--- src/hw/rtl/gpsc_pkg.sv ---
// ----------------------------------------------------------------------------
// gpsc_pkg - shared definitions for the power-of-two square cover block
// Field widths of the request and result ports and the register indexes of
// the configuration port.
// ----------------------------------------------------------------------------
package gpsc_pkg;

  // Fixed widths of the external fields.
  localparam int CFG_DATA_W = 7;
  localparam int CFG_IDX_W  = 2;
  localparam int TILE_XY_W  = 6;
  localparam int TILE_LS_W  = 3;

  // Configuration register indexes.
  typedef enum logic [CFG_IDX_W-1:0] {
    CFG_GRID_WIDTH  = 2'd0,
    CFG_GRID_HEIGHT = 2'd1,
    CFG_EDGE_SMALL  = 2'd2
  } cfg_idx_t;

  // Register values after reset.
  localparam logic [CFG_DATA_W-1:0] GRID_DIM_RST = 7'd64;

endpackage

--- src/hw/rtl/gpsc_ram.sv ---
// ----------------------------------------------------------------------------
// gpsc_ram - generic single-write, single-read RAM
// One write port and one read port with registered read data.
// ----------------------------------------------------------------------------
module gpsc_ram #(
  parameter int WIDTH = 64,
  parameter int DEPTH = 64
) (
  input  logic                     clk,
  input  logic                     we,
  input  logic [$clog2(DEPTH)-1:0] waddr,
  input  logic [WIDTH-1:0]         wdata,
  input  logic                     re,
  input  logic [$clog2(DEPTH)-1:0] raddr,
  output logic [WIDTH-1:0]         rdata
);

  logic [WIDTH-1:0] mem_r [DEPTH];

  always_ff @(posedge clk) begin
    if (we) begin
      mem_r[waddr] <= wdata;
    end
    if (re) begin
      rdata <= mem_r[raddr];
    end
  end

endmodule

--- src/hw/rtl/greedy_pow2_square_cover.sv ---
// ----------------------------------------------------------------------------
// greedy_pow2_square_cover - greedy power-of-two square tiling of a grid
// Hands out one square tile per request, always placed at the first uncovered
// cell in row-major order and grown while it stays clear, inside the grid and cap.
// ----------------------------------------------------------------------------
//
//  Channel   Ports                                   Transfer
//  -------   -------------------------------------   ---------------------------
//  request   start, busy, in_restart                 start high while busy low
//  result    out_strobe, out_tile_*, out_last_tile   out_strobe high, one cycle
//  config    cfg_we, cfg_index, cfg_wdata            cfg_we high, no wait
//
// A request that has a free cell keeps the block busy while it reads rows to
// find the first free cell, works out the cap in edge mode, tests each
// candidate side with a sweep of its rows until one is too large or not
// clear, and marks the rows of the chosen square; the result is registered
// as the block returns to idle. The single read port of the coverage row
// memory serves all of these sweeps, one row per cycle. A request that finds
// the cover already complete gives its result in the following cycle without
// going busy.
// Reset is synchronous and needs no clearing pass: every memory row carries a
// valid flag, and a row without one reads as uncovered. A restart clears all
// flags together. The receiver cannot stall, so a result is simply presented
// for one cycle.
//
module greedy_pow2_square_cover #(
  parameter int MAX_WIDTH    = 64,
  parameter int MAX_HEIGHT   = 64,
  parameter int MAX_LOG_SIDE = 6
) (
  input  logic                              clk,
  input  logic                              rst_n,
  // Request channel.
  input  logic                              start,
  output logic                              busy,
  input  logic                              in_restart,
  // Result channel.
  output logic                              out_strobe,
  output logic [gpsc_pkg::TILE_XY_W-1:0]    out_tile_x,
  output logic [gpsc_pkg::TILE_XY_W-1:0]    out_tile_y,
  output logic [gpsc_pkg::TILE_LS_W-1:0]    out_tile_log_side,
  output logic                              out_tile_valid,
  output logic                              out_last_tile,
  // Configuration port.
  input  logic                              cfg_we,
  input  logic [gpsc_pkg::CFG_IDX_W-1:0]    cfg_index,
  input  logic [gpsc_pkg::CFG_DATA_W-1:0]   cfg_wdata
);

  import gpsc_pkg::*;

  // Column index, row index, dimension, cell count and exponent widths.
  localparam int XW  = $clog2(MAX_WIDTH);
  localparam int YW  = $clog2(MAX_HEIGHT);
  localparam int WL  = $clog2(MAX_WIDTH + 1);
  localparam int HL  = $clog2(MAX_HEIGHT + 1);
  localparam int CL  = $clog2(MAX_WIDTH * MAX_HEIGHT + 1);
  localparam int KW  = $clog2(MAX_LOG_SIDE + 1);
  // Wide enough for any coordinate plus any side.
  localparam int DW  = $clog2(MAX_WIDTH + MAX_HEIGHT + (1 << MAX_LOG_SIDE)) + 1;
  localparam int KFW = $clog2(DW);

  // The sequencer. Scanning, growth checking and marking all sweep rows of
  // the memory through the same read pipeline.
  typedef enum logic [9:0] {
    S_IDLE  = 10'b00_0000_0001,
    S_SCAN  = 10'b00_0000_0010,
    S_CAP1  = 10'b00_0000_0100,
    S_CAP2  = 10'b00_0000_1000,
    S_CAP3  = 10'b00_0001_0000,
    S_CAND  = 10'b00_0010_0000,
    S_GROW  = 10'b00_0100_0000,
    S_MPREP = 10'b00_1000_0000,
    S_MARK  = 10'b01_0000_0000,
    S_DONE  = 10'b10_0000_0000
  } state_t;

  state_t state_r, state_nxt;

  // Configuration registers.
  logic [CFG_DATA_W-1:0] cfg_w_r, cfg_h_r;
  logic                  cfg_edge_r;

  // Grid geometry latched at restart.
  logic [WL-1:0]        act_w_r, act_w_nxt;
  logic [HL-1:0]        act_h_r, act_h_nxt;
  logic                 act_edge_r, act_edge_nxt;
  logic [MAX_WIDTH-1:0] wmask_r, wmask_nxt;

  // Cover progress.
  logic [CL-1:0] cells_left_r, cells_left_nxt;
  logic [YW-1:0] scan_row_r, scan_row_nxt;

  // Current tile.
  logic [XW-1:0]        x0_r, x0_nxt;
  logic [YW-1:0]        y0_r, y0_nxt;
  logic [KW-1:0]        k_r, k_nxt;
  logic [KW-1:0]        cap_r, cap_nxt;
  logic [KFW-1:0]       kf_r, kf_nxt;
  logic [DW-1:0]        rem_w_r, rem_w_nxt;
  logic [DW-1:0]        rem_h_r, rem_h_nxt;
  logic [MAX_WIDTH-1:0] mask_r, mask_nxt;

  // Row sweep pipeline: the check side takes each row the cycle after its issue.
  logic [YW-1:0] iss_row_r, iss_row_nxt;
  logic [HL-1:0] iss_cnt_r, iss_cnt_nxt;
  logic [YW-1:0] chk_row_r, chk_row_nxt;
  logic [HL-1:0] chk_cnt_r, chk_cnt_nxt;
  logic          pend_r, pend_nxt;
  logic          rd_vld_r;

  // Per-row valid flags; a row that is not valid reads as all uncovered.
  logic [MAX_HEIGHT-1:0] row_vld_r;
  logic                  vld_set, vld_clr_all;

  // Memory port.
  logic                 ram_re, ram_we;
  logic [MAX_WIDTH-1:0] ram_rdata, row_eff, ram_wdata;

  // Result registers.
  logic                 out_strobe_r, out_strobe_nxt;
  logic [TILE_XY_W-1:0] out_x_r, out_x_nxt, out_y_r, out_y_nxt;
  logic [TILE_LS_W-1:0] out_ls_r, out_ls_nxt;
  logic                 out_valid_r, out_valid_nxt;
  logic                 out_last_r, out_last_nxt;

  // Working values of the sequencer.
  logic [WL-1:0]        sat_w;
  logic [HL-1:0]        sat_h;
  logic [CL-1:0]        cl_eff, sq_cells;
  logic [YW-1:0]        scan_base;
  logic [HL-1:0]        h_eff;
  logic [MAX_WIDTH-1:0] scan_bits;
  logic [DW-1:0]        side_c, kp1, min_rem, d_min, side_f;
  logic [KFW-1:0]       cap_v;
  logic                 sweeping;

  // Bits x0 .. x0 + 2^lg - 1 of a row.
  function automatic logic [MAX_WIDTH-1:0] sq_mask(input logic [DW-1:0] x0,
                                                   input logic [DW-1:0] lg);
    logic [MAX_WIDTH-1:0] m;
    logic [DW-1:0]        hi;
    m  = '0;
    hi = x0 + (DW'(1) << lg);
    for (int i = 0; i < MAX_WIDTH; i++) begin
      m[i] = (DW'(i) >= x0) && (DW'(i) < hi);
    end
    return m;
  endfunction

  // Lowest clear bit of a row that is known to have one.
  function automatic logic [XW-1:0] first_zero(input logic [MAX_WIDTH-1:0] v);
    logic [XW-1:0] idx;
    idx = '0;
    for (int i = MAX_WIDTH - 1; i >= 0; i--) begin
      if (!v[i]) begin
        idx = XW'(i);
      end
    end
    return idx;
  endfunction

  // Position of the highest set bit.
  function automatic logic [KFW-1:0] high_bit(input logic [DW-1:0] v);
    logic [KFW-1:0] idx;
    idx = '0;
    for (int i = 0; i < DW; i++) begin
      if (v[i]) begin
        idx = KFW'(i);
      end
    end
    return idx;
  endfunction

  gpsc_ram #(
    .WIDTH (MAX_WIDTH),
    .DEPTH (MAX_HEIGHT)
  ) u_map (
    .clk   (clk),
    .we    (ram_we),
    .waddr (chk_row_r),
    .wdata (ram_wdata),
    .re    (ram_re),
    .raddr (iss_row_r),
    .rdata (ram_rdata)
  );

  // Size registers saturate to the largest grid the map can hold.
  assign sat_w = (DW'(cfg_w_r) > DW'(MAX_WIDTH))  ? WL'(MAX_WIDTH)  : WL'(cfg_w_r);
  assign sat_h = (DW'(cfg_h_r) > DW'(MAX_HEIGHT)) ? HL'(MAX_HEIGHT) : HL'(cfg_h_r);

  assign row_eff   = rd_vld_r ? ram_rdata : '0;
  assign ram_wdata = row_eff | mask_r;
  assign sweeping  = (state_r == S_SCAN) || (state_r == S_GROW) || (state_r == S_MARK);

  always_comb begin
    state_nxt      = state_r;
    act_w_nxt      = act_w_r;
    act_h_nxt      = act_h_r;
    act_edge_nxt   = act_edge_r;
    wmask_nxt      = wmask_r;
    cells_left_nxt = cells_left_r;
    scan_row_nxt   = scan_row_r;
    x0_nxt         = x0_r;
    y0_nxt         = y0_r;
    k_nxt          = k_r;
    cap_nxt        = cap_r;
    kf_nxt         = kf_r;
    rem_w_nxt      = rem_w_r;
    rem_h_nxt      = rem_h_r;
    mask_nxt       = mask_r;
    iss_row_nxt    = iss_row_r;
    iss_cnt_nxt    = iss_cnt_r;
    chk_row_nxt    = chk_row_r;
    chk_cnt_nxt    = chk_cnt_r;
    pend_nxt       = 1'b0;
    ram_re         = 1'b0;
    ram_we         = 1'b0;
    vld_set        = 1'b0;
    vld_clr_all    = 1'b0;
    out_strobe_nxt = 1'b0;
    out_x_nxt      = out_x_r;
    out_y_nxt      = out_y_r;
    out_ls_nxt     = out_ls_r;
    out_valid_nxt  = out_valid_r;
    out_last_nxt   = out_last_r;
    cl_eff         = cells_left_r;
    scan_base      = scan_row_r;
    h_eff          = act_h_r;
    scan_bits      = row_eff | ~wmask_r;
    side_c         = '0;
    kp1            = DW'(k_r) + DW'(1);
    min_rem        = (rem_w_r < rem_h_r) ? rem_w_r : rem_h_r;
    side_f         = DW'(1) << kf_r;
    d_min          = '0;
    cap_v          = '0;
    sq_cells       = CL'(1) << ((KW + 1)'(k_r) << 1);

    // Read issue side of a row sweep: one row per cycle until the count runs out.
    if (sweeping && (iss_cnt_r != '0)) begin
      ram_re      = 1'b1;
      iss_row_nxt = iss_row_r + YW'(1);
      iss_cnt_nxt = iss_cnt_r - HL'(1);
      pend_nxt    = 1'b1;
    end

    unique case (state_r)
      S_IDLE: begin
        if (start) begin
          if (in_restart) begin
            vld_clr_all  = 1'b1;
            act_w_nxt    = sat_w;
            act_h_nxt    = sat_h;
            act_edge_nxt = cfg_edge_r;
            for (int i = 0; i < MAX_WIDTH; i++) begin
              wmask_nxt[i] = (DW'(i) < DW'(sat_w));
            end
            cl_eff    = CL'(CL'(sat_w) * CL'(sat_h));
            scan_base = '0;
            h_eff     = sat_h;
          end
          if ((cl_eff == '0) || (HL'(scan_base) >= h_eff)) begin
            // Cover already complete: an invalid tile with zero fields.
            cells_left_nxt = '0;
            out_strobe_nxt = 1'b1;
            out_x_nxt      = '0;
            out_y_nxt      = '0;
            out_ls_nxt     = '0;
            out_valid_nxt  = 1'b0;
            out_last_nxt   = 1'b0;
          end else begin
            cells_left_nxt = cl_eff;
            scan_row_nxt   = scan_base;
            iss_row_nxt    = scan_base;
            chk_row_nxt    = scan_base;
            iss_cnt_nxt    = h_eff - HL'(scan_base);
            chk_cnt_nxt    = h_eff - HL'(scan_base);
            state_nxt      = S_SCAN;
          end
        end
      end

      S_SCAN: begin
        if (pend_r) begin
          if (~scan_bits != '0) begin
            x0_nxt       = first_zero(scan_bits);
            y0_nxt       = chk_row_r;
            scan_row_nxt = chk_row_r;
            k_nxt        = '0;
            if (act_edge_r) begin
              state_nxt = S_CAP1;
            end else begin
              cap_nxt   = KW'(MAX_LOG_SIDE);
              state_nxt = S_CAND;
            end
          end else if (chk_cnt_r == HL'(1)) begin
            // Map and count disagree: close the cover with an invalid tile.
            cells_left_nxt = '0;
            out_strobe_nxt = 1'b1;
            out_x_nxt      = '0;
            out_y_nxt      = '0;
            out_ls_nxt     = '0;
            out_valid_nxt  = 1'b0;
            out_last_nxt   = 1'b0;
            state_nxt      = S_IDLE;
          end else begin
            chk_row_nxt = chk_row_r + YW'(1);
            chk_cnt_nxt = chk_cnt_r - HL'(1);
          end
        end
      end

      S_CAP1: begin
        rem_w_nxt = DW'(act_w_r) - DW'(x0_r);
        rem_h_nxt = DW'(act_h_r) - DW'(y0_r);
        state_nxt = S_CAP2;
      end

      S_CAP2: begin
        kf_nxt    = high_bit(min_rem);
        state_nxt = S_CAP3;
      end

      S_CAP3: begin
        d_min = (DW'(x0_r) < DW'(y0_r)) ? DW'(x0_r) : DW'(y0_r);
        if ((rem_w_r - side_f) < d_min) begin
          d_min = rem_w_r - side_f;
        end
        if ((rem_h_r - side_f) < d_min) begin
          d_min = rem_h_r - side_f;
        end
        if (d_min == '0) begin
          cap_v = '0;
        end else if (d_min == DW'(1)) begin
          cap_v = (kf_r == '0) ? '0 : KFW'(1);
        end else begin
          cap_v = kf_r;
        end
        cap_nxt   = (DW'(cap_v) > DW'(MAX_LOG_SIDE)) ? KW'(MAX_LOG_SIDE) : KW'(cap_v);
        state_nxt = S_CAND;
      end

      S_CAND: begin
        side_c = DW'(1) << kp1;
        if ((kp1 > DW'(cap_r)) || (DW'(x0_r) + side_c > DW'(act_w_r)) ||
            (DW'(y0_r) + side_c > DW'(act_h_r))) begin
          state_nxt = S_MPREP;
        end else begin
          mask_nxt    = sq_mask(DW'(x0_r), kp1);
          iss_row_nxt = y0_r;
          chk_row_nxt = y0_r;
          iss_cnt_nxt = HL'(side_c);
          chk_cnt_nxt = HL'(side_c);
          state_nxt   = S_GROW;
        end
      end

      S_GROW: begin
        if (pend_r) begin
          if ((row_eff & mask_r) != '0) begin
            state_nxt = S_MPREP;
          end else if (chk_cnt_r == HL'(1)) begin
            k_nxt     = k_r + KW'(1);
            state_nxt = S_CAND;
          end else begin
            chk_row_nxt = chk_row_r + YW'(1);
            chk_cnt_nxt = chk_cnt_r - HL'(1);
          end
        end
      end

      S_MPREP: begin
        side_c         = DW'(1) << k_r;
        mask_nxt       = sq_mask(DW'(x0_r), DW'(k_r));
        iss_row_nxt    = y0_r;
        chk_row_nxt    = y0_r;
        iss_cnt_nxt    = HL'(side_c);
        chk_cnt_nxt    = HL'(side_c);
        // Every cell of the chosen square was free, so all of them count.
        cells_left_nxt = (cells_left_r >= sq_cells) ? (cells_left_r - sq_cells) : '0;
        state_nxt      = S_MARK;
      end

      S_MARK: begin
        if (pend_r) begin
          ram_we  = 1'b1;
          vld_set = 1'b1;
          if (chk_cnt_r == HL'(1)) begin
            state_nxt = S_DONE;
          end else begin
            chk_row_nxt = chk_row_r + YW'(1);
            chk_cnt_nxt = chk_cnt_r - HL'(1);
          end
        end
      end

      S_DONE: begin
        out_strobe_nxt = 1'b1;
        out_x_nxt      = TILE_XY_W'(x0_r);
        out_y_nxt      = TILE_XY_W'(y0_r);
        out_ls_nxt     = TILE_LS_W'(k_r);
        out_valid_nxt  = 1'b1;
        out_last_nxt   = (cells_left_r == '0);
        state_nxt      = S_IDLE;
      end

      default: begin
        state_nxt = S_IDLE;
      end
    endcase
  end

  // Control state.
  always_ff @(posedge clk) begin
    if (!rst_n) begin
      state_r      <= S_IDLE;
      cfg_w_r      <= GRID_DIM_RST;
      cfg_h_r      <= GRID_DIM_RST;
      cfg_edge_r   <= 1'b0;
      act_w_r      <= '0;
      act_h_r      <= '0;
      act_edge_r   <= 1'b0;
      cells_left_r <= '0;
      scan_row_r   <= '0;
      row_vld_r    <= '0;
      pend_r       <= 1'b0;
      out_strobe_r <= 1'b0;
    end else begin
      state_r      <= state_nxt;
      act_w_r      <= act_w_nxt;
      act_h_r      <= act_h_nxt;
      act_edge_r   <= act_edge_nxt;
      cells_left_r <= cells_left_nxt;
      scan_row_r   <= scan_row_nxt;
      pend_r       <= pend_nxt;
      out_strobe_r <= out_strobe_nxt;
      if (vld_clr_all) begin
        row_vld_r <= '0;
      end else if (vld_set) begin
        row_vld_r[chk_row_r] <= 1'b1;
      end
      if (cfg_we) begin
        unique case (cfg_index)
          CFG_GRID_WIDTH:  cfg_w_r    <= cfg_wdata;
          CFG_GRID_HEIGHT: cfg_h_r    <= cfg_wdata;
          CFG_EDGE_SMALL:  cfg_edge_r <= cfg_wdata[0];
          default: begin
          end
        endcase
      end
    end
  end

  // Datapath registers.
  always_ff @(posedge clk) begin
    wmask_r   <= wmask_nxt;
    x0_r      <= x0_nxt;
    y0_r      <= y0_nxt;
    k_r       <= k_nxt;
    cap_r     <= cap_nxt;
    kf_r      <= kf_nxt;
    rem_w_r   <= rem_w_nxt;
    rem_h_r   <= rem_h_nxt;
    mask_r    <= mask_nxt;
    iss_row_r <= iss_row_nxt;
    iss_cnt_r <= iss_cnt_nxt;
    chk_row_r <= chk_row_nxt;
    chk_cnt_r <= chk_cnt_nxt;
    out_x_r   <= out_x_nxt;
    out_y_r   <= out_y_nxt;
    out_ls_r  <= out_ls_nxt;
    out_valid_r <= out_valid_nxt;
    out_last_r  <= out_last_nxt;
    if (ram_re) begin
      rd_vld_r <= row_vld_r[iss_row_r];
    end
  end

  assign busy              = (state_r != S_IDLE);
  assign out_strobe        = out_strobe_r;
  assign out_tile_x        = out_x_r;
  assign out_tile_y        = out_y_r;
  assign out_tile_log_side = out_ls_r;
  assign out_tile_valid    = out_valid_r;
  assign out_last_tile     = out_last_r;

endmodule

--- config.mk ---
export PLATFORM = sky130hd
export DESIGN_NAME = greedy_pow2_square_cover
export DESIGN_NICKNAME = d
export VERILOG_FILES = /design/src/hw/rtl/gpsc_pkg.sv /design/src/hw/rtl/gpsc_ram.sv /design/src/hw/rtl/greedy_pow2_square_cover.sv
export SDC_FILE = /design/constraint.sdc
export NUM_CORES = 2
export LEC_CHECK = 0
export BUFFER_PORTS_ARGS = -buffer_cell sky130_fd_sc_hd__clkbuf_2
export CAP_MARGIN = 20
export CORE_MARGIN = 5
export CORE_UTILIZATION = 40
export DETAILED_ROUTE_END_ITERATION = 6
export GPL_TIMING_DRIVEN = 1
export SYNTH_ARGS = -nofsm -noshare
export SYNTH_HDL_FRONTEND = slang
export SYNTH_SLANG_ARGS = --single-unit
--- constraint.sdc ---
create_clock -name clk -period 19.3 [get_ports clk]
set_input_delay 2.895 -clock clk [delete_from_list [all_inputs] [get_ports clk]]
set_output_delay 2.895 -clock clk [all_outputs]
set_load 0.1 [all_outputs]
# Word level (Yosys, flattened, before mapping)
# Memories as Yosys holds them, arrays and structs flattened. A register that Yosys moved wholly into a read port is not among the register bits.
# Index checks and enable logic that the tools add are counted.
dict set report word_totals {
  register_bits 337
  latch_bits 0
  mem_bits_rw 4096
  rom_bits 0
  inputBits 14
  output_inout_bits 19
  wordCells 730
  memories 1
}
# name depth word_bits read_ports rd_clocked_by_memory_dff wr line_no
set memory_table {}
lappend memory_table {u_map.mem_r 64 64 1 1 1 gpsc_ram.sv:18} ;# logic [WIDTH-1:0] mem_r [DEPTH];
dict set report classes {
  n_addsub 15
  mul 1
  div_mod_pow 0
  n_lt_le_gt_ge 270
  eq_ne 31
  shifts 5
  muxes 196
  bitwise_logic 7
  reduce_logical 168
}
# operator n
set ops {}
lappend ops {{< comparator 6 x 9 -> 1 bit (first input constant)} 64}
lappend ops {{two-way mux 6 bit} 57}
lappend ops {{< comparator 5 x 9 -> 1 bit (first input constant)} 32}
lappend ops {{< comparator 6 x 7 -> 1 bit (first input constant)} 32}
lappend ops {{bitwise OR 64 bit} 3}
lappend ops {{>= comparator 6 bit (first input constant)} 31}
lappend ops {{< comparator 4 x 9 -> 1 bit (first input constant)} 16}
lappend ops {{logical AND 1 bit} 128}
lappend ops {{two-way mux 64 bit} 2}
lappend ops {{NOT 64 bit} 2}
lappend ops {{one-hot mux 64 bit (2 select lines)} 1}
lappend ops {{nonzero test 64 bit} 2}
lappend ops {{two-way mux 7 bit} 18}
lappend ops {{two-way mux 13 bit} 9}
lappend ops {{< comparator 5 x 7 -> 1 bit (first input constant)} 16}
lappend ops {{two-way mux 10 bit} 10}
lappend ops {{>= comparator 5 x 6 -> 1 bit (first input constant)} 16}
lappend ops {{one-hot mux 10 bit (9 select lines)} 1}
lappend ops {{two-way mux 5 bit} 16}
lappend ops {{< comparator 3 x 9 -> 1 bit (first input constant)} 8}
lappend ops {{two-way mux 4 bit} 17}
lappend ops {{AND 64 bit} 1}
lappend ops {{< comparator 4 x 7 -> 1 bit (first input constant)} 8}
lappend ops {{two-way mux 3 bit} 18}
lappend ops {{other kinds (87)} 185}

# Depth between registers and ports, before layout
dict set report logic_depth {
  ltp_word 65
  mapped_depth 26
  ltp_nobuf 25
}

# Hierarchy
# A second synthesis with hierarchy kept.
dict set report unflattened {
  cells_unflattened 9251
  area_unflattened_um2 180260.4
}
# mod instances cells_each area_per_inst_um2
set modules_own_cells {}
lappend modules_own_cells {gpsc_ram 1 6503 156377.5}
lappend modules_own_cells {greedy_pow2_square_cover 1 2748 23882.9}

# Least setup slack after synthesis
# No wires, ideal clock.
dict set report synth_timing {
  kind {in2reg}
  startpoint {in in_restart}
  endpoint {reg row_vld_r[31]}
  setup_ns 0.121
  arrival_time_ns 9.516
  setup_slack_ns 9.664
  stages 8
  path_buffers 4
  path_cell_list {clkbuf_1 -> inv_1 -> clkbuf_1 -> clkbuf_1 -> nor3_1 -> nor2_1 -> clkbuf_1 -> o21a_1}
}
dict set report synth_via {
  elab_chain_len 4
}
# element line_no
set synth_rtl {}
lappend synth_rtl {{start, declared} greedy_pow2_square_cover.sv:36} ;# input logic in_restart,
lappend synth_rtl {{two-way mux 1 bit} greedy_pow2_square_cover.sv:250} ;# if (in_restart) begin
lappend synth_rtl {{two-way mux 1 bit} greedy_pow2_square_cover.sv:249} ;# if (start) begin
lappend synth_rtl {{two-way mux 1 bit} greedy_pow2_square_cover.sv:247} ;# unique case (state_r)
lappend synth_rtl {{net vld_clr_all} greedy_pow2_square_cover.sv:114} ;# logic vld_set, vld_clr_all;
lappend synth_rtl {{OR reduction 2 bit (no line)} -}
lappend synth_rtl {{end signal, assigned} greedy_pow2_square_cover.sv:425} ;# row_vld_r <= '0;
lappend synth_rtl {{end signal, assigned} greedy_pow2_square_cover.sv:438} ;# row_vld_r <= '0;
lappend synth_rtl {{end signal, assigned by index} greedy_pow2_square_cover.sv:440} ;# row_vld_r[chk_row_r] <= 1'b1;
lappend synth_rtl {{end, declared} greedy_pow2_square_cover.sv:113} ;# logic [MAX_HEIGHT-1:0] row_vld_r;
# The timed path passes the listed nets, and every way through them passes these cells.
# A chain may end at the register's enable or synchronous reset.

# Worst setup path in the final report
dict set report layout_timing {
  startpoint {reg cfg_w_r[6]}
  endpoint {reg out_y_r[3], in the netlist out_tile_y[3], enable pin}
}
dict set report layout_via {
  elab_chain_len 10
}
# element line_no
set layout_rtl {}
lappend layout_rtl {{start, declared} greedy_pow2_square_cover.sv:81} ;# logic [CFG_DATA_W-1:0] cfg_w_r, cfg_h_r;
lappend layout_rtl {{start signal, assigned} greedy_pow2_square_cover.sv:444} ;# CFG_GRID_WIDTH: cfg_w_r <= cfg_wdata;
lappend layout_rtl {{greater-than comparator 7 bit} greedy_pow2_square_cover.sv:189} ;# assign sat_w = (DW'(cfg_w_r) > DW'(MAX_WIDTH)) ? WL'(MAX_WIDTH) : WL'(cfg_w_r);
lappend layout_rtl {{two-way mux 7 bit *} greedy_pow2_square_cover.sv:189}
lappend layout_rtl {{multiplier 7 x 7 -> 13 bit *} greedy_pow2_square_cover.sv:258} ;# cl_eff = CL'(CL'(sat_w) * CL'(sat_h));
lappend layout_rtl {{two-way mux 13 bit *} greedy_pow2_square_cover.sv:250}
lappend layout_rtl {{two-way mux 13 bit *} greedy_pow2_square_cover.sv:249}
lappend layout_rtl {{two-way mux 13 bit *} greedy_pow2_square_cover.sv:247}
lappend layout_rtl {{zero test 13 bit *} greedy_pow2_square_cover.sv:262} ;# if ((cl_eff == '0) || (HL'(scan_base) >= h_eff)) begin
lappend layout_rtl {{logical OR 1 bit *} greedy_pow2_square_cover.sv:262}
lappend layout_rtl {{inequality test 2 bit (no line) *} -}
lappend layout_rtl {{AND reduction 6 bit (no line) *} -}
lappend layout_rtl {{end signal, assigned} greedy_pow2_square_cover.sv:470} ;# out_y_r <= out_y_nxt;
lappend layout_rtl {{end, declared} greedy_pow2_square_cover.sv:122} ;# logic [TILE_XY_W-1:0] out_x_r, out_x_nxt, out_y_r, out_y_nxt;
# Mark *: on every way between the ends. The rest lies on a longest branch, timed or not. The select of a mux whose other input is x is not followed.

==> flow_summary.toml <==
[status]
outcome = "finished, final reports clean"

[synth]
yosysWarnings = 0
synth.ff_latch_count = 4495
synth.avg_cell_area_um2 = 21.2
syn_area_um2 = 180000
post-synth-top-area-cell = "edfxtp_1"
fraction_of_registers_with_async_set_reset_pct = 0
synth.distinct_cells = 98
synth-edff-count = 4357
seq_area_frac_synth_pct = 74.3
post_synth_main_area_contributors = "edfxtp_1 (73%), mux4_2 (17%), dfxtp_1 (1.5%)"
netlist_instances = 8469
ys_dominant_reg_cell = "edfxtp_1"
netlist.area_leader.share_pct = 72.7

[worst_setup_path]
cp_data_arrival_time_ns = 8.03
timing.critical_path.to_type = "flip-flop"
crit_fanout = 25
r2r_cells = 18
crit_required_ns = 19.94
crit_path_start_kind = "flip-flop"
crit_type = "flip-flop to flip-flop"

[grt]
grt_start_max_net_pins = 139
grt_pass1_wl_mm = 770
number_of_antenna_violations_at_the_first_check_in_global_routing = 18
grt_usage_pct = 23.9
grt_pass1_vias = 92100
overflow = 0

[cts]
post_cts.resized_instances = 0
clk_root_buf = "clkbuf_16"
number_of_buffers_inserted_to_repair_setup_after_cts = 0
cts_buffers = 437
clock_tree.htree_level_count = 5
tritoncts_sinks = 4495
max-clock-path-buffers = 4
tritoncts = "done"
worst_skew_pair.late_latency_ns = 1.03
clk_transition_reported_paths_ns = 0.07
cts_hold_repair.buffers = 0

[run]
drv.max_cap_violation_count = 0

[floorplan]
initial_utilization_pct = 40.1
die-area_um2 = 463000
die_height_um = 681
chipWidth_um = 681
rows = 246
top_level_ports = 33
design.core.area_um2 = 448000

[detailed_routing]
drt-wirelength-per-cell_um = 37.1
route.final.wire_length_mm = 563
route.antenna.remaining_nets = 0
viasPerCell = 6.14
dr.first_iter.drc_count = 13200
post-route-drc-count = 0
num_vias = 93200
1st_pass_router_iterations = 6

[place]
place.detailed.instances = 14300
dpl_worst_slack_ns = 11.86
detailed_place_hpwl_mm = 322
io_buffers = 32
gp_congestion = 0.974

[finish]
final_common_cell = "edfxtp_1"
non_filler_cells_final = 15200
fillCellCount = 37200
most-common-layout-cells = "edfxtp_1 (4357), mux4_2 (1365), clkbuf_16 (446), nor2_1 (298), buf_4 (261)"
ff_latch_area_um2 = 134000
layout-drive-gt1-share_pct = 27.3
final_net_count = 9049
area_growth_pct = 13.2
multiInputGateArea_um2 = 44900

[timing]
worst_slew_pin_slew_ns = 1.16
report.final.hold_viol_count = 0
max_freq_ghz = 0.135
rsz_0062_raised_after_global_routing = "no"
period_needed_ns = 7.39
setup_viol_count_final = 0
setup_tns_ns = 0
share_of_the_clock_period_used_by_the_worst_path_after_layout_pct = 38.3
timing.slew.headroom_pct = 21.6
fin_skew_ns = 0.0725
max_slew_violation_count = 0
timing.final.ws_setup_ns = 11.91

[power_and_ir_drop]
p_leak_nw = 61.7
ir_worst_vdd_v = 0.0000867
powerDensity_nw_per_um2 = 107

[worst_hold_path]
worst_hold_path.num_cells = 1
worstHoldPathType = "flip-flop to flip-flop"
## cell usage after synthesis (56+ instances only)
cell and number:
o21a_1 74, nand3_1 63, inv_1 160, nand2_1 260
nand2b_1 99, o21ai_0 104, dfxtp_1 138, edfxtp_1 4357
nor2_1 365, ha_1 145, buf_1 85, a21oi_1 176
clkbuf_1 301, mux4_2 1365, nor3_1 56
## metrics by stage
stage	instance area (um2)	hold slack, ns	total power [mW]	util (%)
5_1_grt	204000	0.477	22.5	45.4
3_3_place_gp	189000	0.441	13.5	42.1
3_5_place_dp	189000	0.452	13.5	42.1
2_1_floorplan	180000	0.424	12.9	-
6_report	204000	0.463	21.7	45.4
4_1_cts	203000	0.467	21.9	45.3
## logic make-up (layout without fill, tap and decap cells)
family	after synthesis	in the layout	synth area share, %
and+or+nand+nor	1024	1024	2.69
DFF	4495	4495	74.3
AOI/OAI and AO/OA	722	722	2.77
buffers and inverters	561	1309	1.19
muxes	1411	1411	17.3
other	1	10	0.00208
adders and majority gates	176	176	1.35
xor gates and xnor gates	79	79	0.385
## report_power, final
group	leakage (nW)	internal, mW	switching, mW
clock network	6.83	4.75	3.70
registers	39.8	10.7	0.0834
logic	15.1	1.29	1.24
## state kept, by name, summed over array words and instances, names as in the netlist, 8 cells and up
register,cells
cells_left_r,13
u_map.mem_r,4096
state_r,10
row_vld_r,64
rem_h_r,8
wmask_r,64
mask_r,64
u_map.rdata,64
rem_w_r,8
## critical path: stages, from the launching register on
cell and delay (ns):
dfxtp_1 0.63, inv_2 0.32, nand2_1 0.47, nor2_1 0.12
fa_1 0.59, fa_1 0.44, fa_1 0.51, fa_1 0.50
ha_1 0.41, and2_1 0.22, nand3_1 0.15, a211oi_1 0.33
nor4_1 0.12, a211oi_1 0.40, nand4b_1 0.39, and2_1 0.28
nor2_1 0.13, nor3_1 0.10, nor2_2 0.89
## final cells by class
cell class                 instances  area share (%)
sequential                      4495            65.6
multi-input combinational       3415            22.0
clock buffer                     550            5.72
tap                             5952            3.66
timing repair buffer             345            1.56
clock inverter                   249            1.15
inverter                         165           0.304
antenna                            7         0.00860
## worst paths after layout
| check | start | to | slack (ns) |
|---|---|---|---|
| setup / recovery | cfg_w_r[6]$_SDFFE_PN1P_ | out_tile_y[3]$_SDFFCE_PN0P_ | 11.91 |
| hold / removal | row_vld_r[41]$_SDFFE_PP0P_ | row_vld_r[41]$_SDFFE_PP0P_ | 0.46 |
| setup reg to reg | cfg_w_r[6]$_SDFFE_PN1P_ | out_tile_y[3]$_SDFFCE_PN0P_ | 11.91 |
| hold reg to reg | row_vld_r[41]$_SDFFE_PP0P_ | row_vld_r[41]$_SDFFE_PP0P_ | 0.46 |
## layer usage
| metal | track usage [%] | vias up | wire length, um |
|---|---|---|---|
| li1 | - | 36400 | - |
| met5 | 0 | - | 54 |
| met4 | 8.31 | 8 | 23100 |
| met3 | 4.17 | 869 | 47400 |
| met2 | 38.4 | 5009 | 269000 |
| met1 | 33.1 | 50900 | 223000 |
(Power assumes the default switching activity.)
